===== src/design/spq_pkg.sv =====
// shared types and constants for the sorted priority queue
`default_nettype none
package spq_pkg;

  localparam int DEPTH_DEF = 32;
  localparam int CAP_W     = 6;
  localparam int PID_W     = 16;
  localparam int PRIO_W    = 8;

  localparam logic [CAP_W-1:0] CAP_RESET = 6'd32;

  localparam logic CMD_ENQ = 1'b0;
  localparam logic CMD_DEQ = 1'b1;

  localparam logic [1:0] ST_DONE  = 2'd0;
  localparam logic [1:0] ST_FULL  = 2'd1;
  localparam logic [1:0] ST_EMPTY = 2'd2;

  typedef struct packed {
    logic [PID_W-1:0]  pid;
    logic [PRIO_W-1:0] prio;
  } entry_t;

  typedef struct packed {
    logic              cmd;
    logic [PID_W-1:0]  pid;
    logic [PRIO_W-1:0] priority_req;
  } req_t;

  typedef struct packed {
    logic [1:0]        status;
    logic [CAP_W-1:0]  entry_count;
    logic              head_valid;
    logic [PID_W-1:0]  head_pid;
    logic [PRIO_W-1:0] head_priority;
    logic [PID_W-1:0]  tail_pid;
    logic [PRIO_W-1:0] tail_priority;
  } rsp_t;

  typedef struct packed {
    logic   enq;
    logic   deq;
    entry_t item;
  } cell_ctl_t;

endpackage
`default_nettype wire


===== src/design/spq_cell.sv =====
// one slot of the queue: holds an entry and shifts toward its neighbors
`default_nettype none
module spq_cell
  import spq_pkg::*;
#(
  parameter int IDX = 0,
  parameter int CW  = 6
) (
  input  wire logic      clk,
  input  wire cell_ctl_t ctl,
  input  wire logic [CW-1:0] count,
  input  wire entry_t    left,
  input  wire logic      ge_left,
  input  wire entry_t    right,
  output entry_t         entry,
  output logic           ge
);

  entry_t entry_next;
  logic   live;

  assign live = count > CW'(IDX);
  // new item goes behind this slot
  assign ge   = live && (ctl.item.prio >= entry.prio);

  always_comb begin
    entry_next = entry;
    if (ctl.enq) begin
      if (ge) begin
        entry_next = entry;
      end else if (ge_left) begin
        entry_next = ctl.item;
      end else begin
        entry_next = left;
      end
    end else if (ctl.deq) begin
      entry_next = right;
    end
  end

  always_ff @(posedge clk) begin
    entry <= entry_next;
  end

endmodule
`default_nettype wire


===== src/design/sorted_priority_queue.sv =====
// sorted priority queue built as a chain of shifting slots
// result: done rises in the cycle after the start transfer
// throughput: one command per cycle, busy stays low; all slots compare in parallel
// reset: live count cleared, capacity register set to 32, no result pending
// slot contents are not cleared by reset
`default_nettype none
module sorted_priority_queue
  import spq_pkg::*;
#(
  parameter int DEPTH = DEPTH_DEF
) (
  input  wire logic             clk,
  input  wire logic             rst,
  input  wire logic             start,
  output logic                  busy,
  input  wire req_t             req,
  input  wire logic             cfg_we,
  input  wire logic [CAP_W-1:0] cfg_wdata,
  output logic                  done,
  output rsp_t                  rsp
);

  localparam int CW = $clog2(DEPTH + 1);
  localparam int MW = (CW > CAP_W) ? CW : CAP_W;

  logic [CAP_W-1:0] capacity;
  logic [CW-1:0]    count;
  logic [CW-1:0]    count_next;
  entry_t           tail;
  entry_t           tail_next;
  entry_t           head_next;
  entry_t           cells [DEPTH];
  logic             ge [DEPTH];
  cell_ctl_t        ctl;
  logic             accept;
  logic             full;
  logic             empty;
  logic [1:0]       status_next;
  entry_t           new_item;

  assign busy     = 1'b0;
  assign accept   = start && !busy;
  assign new_item = '{pid: req.pid, prio: req.priority_req};

  assign full  = (MW'(count) >= MW'(capacity)) || (count >= CW'(DEPTH));
  assign empty = (count == '0);

  always_comb begin
    ctl         = '{enq: 1'b0, deq: 1'b0, item: new_item};
    status_next = ST_DONE;
    count_next  = count;
    tail_next   = tail;
    head_next   = cells[0];
    if (req.cmd == CMD_ENQ) begin
      if (full) begin
        status_next = ST_FULL;
      end else begin
        ctl.enq    = accept;
        count_next = count + CW'(1);
        if (!ge[0]) begin
          head_next = new_item;
        end
        if (empty || (req.priority_req >= tail.prio)) begin
          tail_next = new_item;
        end
      end
    end else begin
      if (empty) begin
        status_next = ST_EMPTY;
      end else begin
        ctl.deq    = accept;
        count_next = count - CW'(1);
        head_next  = cells[1];
      end
    end
  end

  for (genvar i = 0; i < DEPTH; i++) begin : g_cell
    entry_t left;
    logic   ge_left;
    entry_t right;
    if (i == 0) begin : g_first
      assign left    = new_item;
      assign ge_left = 1'b1;
    end else begin : g_mid
      assign left    = cells[i-1];
      assign ge_left = ge[i-1];
    end
    if (i == DEPTH - 1) begin : g_last
      assign right = cells[i];
    end else begin : g_inner
      assign right = cells[i+1];
    end
    spq_cell #(
      .IDX (i),
      .CW  (CW)
    ) u_cell (
      .clk     (clk),
      .ctl     (ctl),
      .count   (count),
      .left    (left),
      .ge_left (ge_left),
      .right   (right),
      .entry   (cells[i]),
      .ge      (ge[i])
    );
  end

  always_ff @(posedge clk) begin
    if (rst) begin
      capacity <= CAP_RESET;
      count    <= '0;
      done     <= 1'b0;
    end else begin
      if (cfg_we) begin
        capacity <= cfg_wdata;
      end
      if (accept) begin
        count <= count_next;
      end
      done <= accept;
    end
  end

  always_ff @(posedge clk) begin
    if (accept) begin
      tail                <= tail_next;
      rsp.status          <= status_next;
      rsp.entry_count     <= CAP_W'(count_next);
      rsp.head_valid      <= (count_next != '0);
      rsp.head_pid        <= (count_next != '0) ? head_next.pid : '0;
      rsp.head_priority   <= (count_next != '0) ? head_next.prio : '0;
      rsp.tail_pid        <= (count_next != '0) ? tail_next.pid : '0;
      rsp.tail_priority   <= (count_next != '0) ? tail_next.prio : '0;
    end
  end

endmodule
`default_nettype wire


===== config.mk =====
export PLATFORM = sky130hd
export DESIGN_NAME = sorted_priority_queue
export DESIGN_NICKNAME = d
export VERILOG_FILES = /design/src/design/spq_pkg.sv /design/src/design/spq_cell.sv /design/src/design/sorted_priority_queue.sv
export SDC_FILE = /design/constraint.sdc
export NUM_CORES = 2
export LEC_CHECK = 0
export BUFFER_PORTS_ARGS = -buffer_cell sky130_fd_sc_hd__buf_2
export CAP_MARGIN = 20
export CELL_PAD_IN_SITES_DETAIL_PLACEMENT = 0
export CELL_PAD_IN_SITES_GLOBAL_PLACEMENT = 2
export CORE_UTILIZATION = 48
export CTS_BUF_LIST = sky130_fd_sc_hd__clkbuf_2 sky130_fd_sc_hd__clkbuf_4 sky130_fd_sc_hd__clkbuf_8
export DETAILED_ROUTE_END_ITERATION = 10
export PLACE_DENSITY_LB_ADDON = 0.05
export SKIP_CTS_REPAIR_TIMING = 1
export SLEW_MARGIN = 20
export SYNTH_ARGS = -nofsm -noshare
export SYNTH_HDL_FRONTEND = slang
export SYNTH_SLANG_ARGS = --single-unit
export TNS_END_PERCENT = 1

===== constraint.sdc =====
create_clock -name clk -period 13.4 [get_ports clk]
set_input_delay 1.34 -clock clk [delete_from_list [all_inputs] [get_ports clk]]
set_output_delay 1.34 -clock clk [all_outputs]
set_load 0.005 [all_outputs]

After elaboration in Yosys (flattened, before gate mapping)
Index checks and enable logic that the tools add are counted.
{"block": "word_totals", "regBits": 862, "input_bits": 35, "output_inout_bits": 59}
{"block": "classes", "add_sub_neg": 2, "n_lt_le_gt_ge": 67, "n_eq_ne": 30, "n_mux": 140, "bitwise": 1, "n_reduce_logical": 68}
{"op": "$mux 24", "n": 130}
{"op": "$ge 8x8->1", "n": 33}
{"op": "$gt 6x5->1 const B", "n": 16}
{"op": "$reduce_and 2->1", "n": 31}
{"op": "$ne 2x2->1 const B", "n": 30}
{"op": "$gt 6x4->1 const B", "n": 8}
{"op": "$logic_and 1x1->1", "n": 32}
{"op": "$gt 6x3->1 const B", "n": 4}
{"op": "$mux 6", "n": 3}
{"op": "$gt 6x1->1 const B", "n": 2}
{"op": "$gt 6x2->1 const B", "n": 2}
{"op": "$add 6x1->6 const B", "n": 1}
{"op": "$ge 6x6->1", "n": 1}
{"op": "$ge 6x6->1 const B", "n": 1}
{"op": "$logic_not 6->1", "n": 1}
{"op": "$reduce_bool 6->1", "n": 1}
{"op": "$sub 6x1->6 const B", "n": 1}
{"op": "$mux 1", "n": 5}
{"op": "$mux 2", "n": 2}
{"op": "$logic_or 1x1->1", "n": 2}
{"op": "$reduce_bool 2->1", "n": 1}
{"op": "$not 1->1", "n": 1}

Depth between registers and ports, before layout
{"block": "logic_depth", "ltp_word": 6, "depth_mapped": 15, "ltp_nobuf": 9}

Hierarchy
A second synthesis with hierarchy kept.
{"block": "unflattened", "cells_unflattened": 4831, "area_unflattened_um2": 51709.6}
{"module": "sorted_priority_queue", "n_inst": 1, "cells_per_inst": 508, "area_per_inst_um2": 5165.0}
{"module": "spq_cell at g_cell[14].u_cell ...", "n_inst": 2, "cells_per_inst": 136, "area_per_inst_um2": 1471.4}
{"module": "spq_cell at g_cell[6].u_cell ...", "n_inst": 2, "cells_per_inst": 134, "area_per_inst_um2": 1451.4}
{"module": "spq_cell at g_cell[2].u_cell ...", "n_inst": 2, "cells_per_inst": 134, "area_per_inst_um2": 1450.1}
{"module": "spq_cell at g_cell[23].u_cell ...", "n_inst": 2, "cells_per_inst": 133, "area_per_inst_um2": 1447.6}
{"module": "spq_cell at g_cell[12].u_cell ...", "n_inst": 2, "cells_per_inst": 137, "area_per_inst_um2": 1433.9}
{"module": "spq_cell at g_cell[0].u_cell ...", "n_inst": 2, "cells_per_inst": 137, "area_per_inst_um2": 1432.6}
{"module": "spq_cell at g_cell[18].u_cell", "n_inst": 1, "cells_per_inst": 135, "area_per_inst_um2": 1493.9}
{"module": "spq_cell at g_cell[10].u_cell", "n_inst": 1, "cells_per_inst": 136, "area_per_inst_um2": 1472.7}
{"module": "spq_cell at g_cell[22].u_cell", "n_inst": 1, "cells_per_inst": 135, "area_per_inst_um2": 1472.7}
{"module": "spq_cell at g_cell[21].u_cell", "n_inst": 1, "cells_per_inst": 135, "area_per_inst_um2": 1471.4}
{"module": "spq_cell at g_cell[25].u_cell", "n_inst": 1, "cells_per_inst": 136, "area_per_inst_um2": 1470.2}
{"module": "spq_cell at g_cell[17].u_cell", "n_inst": 1, "cells_per_inst": 136, "area_per_inst_um2": 1468.9}
{"module": "spq_cell at g_cell[19].u_cell", "n_inst": 1, "cells_per_inst": 135, "area_per_inst_um2": 1468.9}
{"module": "+13 rows"}

Worst setup path after synthesis
OpenSTA, ideal clock, no wires.
{"block": "synth_timing", "kind": "input to register", "startpoint": "in req[0] (netlist name)", "endpoint": "reg g_cell[24].u_cell.entry[0] (netlist name) (enable)", "setup_time_ns": 0.439, "arrival_ns": 5.705, "t_required_ns": 12.961, "slack_ns": 7.256, "stages": 12, "path_buffers": 4, "path_cell_list": "clkbuf_1 -> clkbuf_1 -> inv_1 -> ha_1 -> nand2b_1 -> a21o_1 -> nand3_1 -> a21oi_1 -> o32a_1 -> clkbuf_1 -> buf_1 -> o21ai_0"}
{"block": "synth_between", "elab_chain_len": 4}
{"item": "start, declared", "line": "sorted_priority_queue.sv:16", "text": "input wire req_t req,"}
{"item": "$ge 8x8->1", "line": "spq_cell.sv:24", "text": "assign ge = live && (ctl.item.prio >= entry.prio);"}
{"item": "$logic_and 1x1->1", "line": "spq_cell.sv:24"}
{"item": "$ne 2x2->1 (no source line)"}
{"item": "$reduce_and 2->1 (no source line)"}
{"item": "end signal, assigned", "line": "spq_cell.sv:42", "text": "entry <= entry_next;"}
{"item": "end, declared", "line": "spq_cell.sv:15", "text": "output entry_t entry,"}
Every way passes these cells.
A chain may end at the register's enable or synchronous reset.

==> results.ini <==
[synthesis]
synth_top_area_cell = edfxtp_1
synthTopCellsByArea = edfxtp_1, mux2i_1, o21ai_0
synth_nets = 4835
ys_seq_area_share_pct = 52.6
async_reset_ff_share_pct = 0
synth_edf_count = 849
yosys_warnings = 0
syn_inst = 4535
synth_flop_cell = edfxtp_1
ys_ff_latch = 862
syn_area_per_cell_um2 = 10.8
ys_types = 54
netlist.area_leader.share_pct = 52.1
synth_area_um2 = 49000

[layout]
nets = 4803
drive_gt1_share_pct = 10.8
multi_input_area_um2 = 21100
area_growth_pct = 9.98
n_fill_cell = 8966
seq_area_um2 = 25800
final_cell_mix = edfxtp_1, nand2_1, mux2i_1
final_common_cell = edfxtp_1

[floorplanning]
die-area_um2 = 103000
row_count = 116
start_util_pct = 48.7
coreArea_um2 = 101000
die_h_um = 321
die_w_um = 321
io_pins = 94

[global_route]
grt_usage_pct = 27.1
grt_max_degree = 277
grt_pass1_wl_um = 211000
grt-ovfl-total = 0
antenna_found_initial = 4
grt_pass1_vias = 33020

[pwr]
seqPwrFrac_pct = 47.2
p_sw_mw = 2.77
swShare_pct = 32.3
peakVddDrop_v = 0.0000901
power_density_nw_per_um2 = 159
power.internal_mw = 5.80
combPwrFrac_pct = 23.8
clkPwrFrac_pct = 29.0
power_leakage_nw = 22.8

[routing]
drc = 0
drt_wl_total_um = 141000
vias_per_cell = 5.74
vias = 34261
drt-initial-drc-count = 3573
ant_nets = 0
firstDrtPassIters = 9
wire_per_inst_um = 23.6

[run]
max-cap-violations = 0

[critical_path]
slowest_stage = nand2_1
slowest_delay_ps = 730
worstPathArrival_ps = 6240
r2r_slack_ps = 7800
crit_chain = inv_1 -> ha_1 -> nand2b_1 -> a2111o_1 -> a211oi_1 -> buf_4 -> nand2_4 -> inv_8 -> buf_4 -> buf_4 -> nand2_1 -> o221ai_1
cp-start-kind = register
path_max_fanout = 95
crit_required_ps = 14040
crit_top_cell = buf_4
end_kind = register
crit_type = reg -> reg

[sta]
fin_crit_ps = 5600
rsz0062_at_grt = no
maxSlewHeadroom_pct = 20.5
hold_viol = 0
fmax_mhz = 179
period_share_pct = 41.8
setup_viol = 0
worstMarginPinSlew_ps = 1190
setup_tns_ps = 0
fin_skew_ps = 28.6
whs_ps = 509
slew_viol_final = 0

[min_path]
hp-class = reg -> reg

[cts]
htreeDepth = 4
clock-root-buffer = clkbuf_8
clock_sinks = 862
worstSkewPairLatency_ps = 850
cts_made_buffers = 154
cts_buffer_depth = 3
cts_tree = built
clkSlewWorstSetupHoldPaths_ps = 70

[placed_design]
io_buffers = 92
place.gp.congestion = 0.821
dp_hpwl_um = 92600

[run_status]
status = completed

final timing paths:
check,startpoint,end,cells after the start
worst min register to register,capacity[1],capacity[1],2
worst max register to register,count[0],g_cell[28].u_cell.entry[1],12
worst max-delay path,count[0],g_cell[28].u_cell.entry[1],12
worst min-delay path,capacity[1],capacity[1],2
metal layers:
metal	wire length (µm)	track usage, %	up-vias
li1	-	-	16464
met1	70600	42.2	16516
met2	58000	38.1	1082
met3	8570	4.46	197
met4	3580	8.19	2
met5	13	0	-
metrics by stage:
step | power, mW | utilization, % | worst slack (ps) | cell area [µm²] | cells
5_1_grt | 9.04 | 53.5 | 7540 | 53800 | 5969
3_3_place_gp | 6.10 | 50.5 | 7850 | 50800 | 5702
4_1_cts | 8.63 | 53.5 | 7840 | 53800 | 5967
6_report | 8.58 | 53.5 | 7800 | 53800 | 5969
2_1_floorplan | 5.36 | - | 7260 | 49000 | 4535
3_5_place_dp | 6.13 | 50.5 | 7840 | 50800 | 5703
registers in the layout, indices dropped and copies added, names as in the netlist:
signal               flops
capacity                 6
done                     1
tail                    24
rsp                     57
count                    6
g_cell.u_cell.entry    768
power groups by stage:
stage | combinational (mW) | clock [mW] | sequential (mW)
3_5_place_dp | 2.03 | 0 | 4.10
2_1_floorplan | 1.43 | 0 | 3.93
4_1_cts | 2.04 | 2.54 | 4.05
3_3_place_gp | 2.00 | 0 | 4.09
6_report | 2.04 | 2.48 | 4.05
5_1_grt | 2.29 | 2.65 | 4.10
critical path: cells and delay by family, from the launching register on:
| kind | cells | cell delay, ps |
|---|---|---|
| AO/OA/AOI/OAI | 3 | 1140 |
| adder cells (fa/ha/maj) | 1 | 290 |
| buffers and inverters | 5 | 2130 |
| flip-flops | 1 | 580 |
| AND/OR/NAND/NOR | 3 | 1160 |
synthesized netlist by cell type, types with 2 or more instances:
library cell / instances
a222oi_1: 24
a21boi_0: 6
nand4_1: 30
buf_2: 16
a2111oi_0: 2
a2111o_1: 3
o2111ai_1: 4
o32a_1: 2
a21oi_1: 86
o21ai_0: 675
nor3_1: 5
or3_1: 6
nand2_1: 711
inv_1: 270
a22oi_1: 3
mux2_2: 25
nand3_1: 90
o22ai_1: 6
o21a_1: 5
clkbuf_1: 336
buf_1: 20
and2_1: 3
ha_1: 265
dfxtp_1: 13
and4_1: 2
a21o_1: 58
nand2b_1: 32
nor2_1: 115
mux2i_1: 696
or2_2: 3
o31ai_1: 2
a211o_1: 2
a31oi_1: 3
o221ai_1: 87
xnor2_1: 2
and3_1: 5
edfxtp_1: 849
o21ai_1: 2
a211oi_1: 28
buf_4: 2
o211ai_1: 18
nor2b_1: 11
layout make-up:
type / count / share of cell area [%]
inverter: 270 / 1.90
clock buffer: 216 / 4.94
multi-input combinational: 3028 / 39.2
clock inverter: 48 / 0.679
sequential: 862 / 47.8
timing repair buffer: 187 / 2.26
tap: 1357 / 3.15
antenna: 1 / 0.00465
cells by family after synthesis:
family,Yosys count,share of synthesized area (%)
simple gates,1018,8.60
other cells,1,0.00766
buf+inv,645,5.02
fa+ha+maj,265,6.77
xor+xnor,2,0.0358
flops,862,52.6
mux,721,14.8
compound gates,1021,12.2
Power figures use the tool's default switching activity.
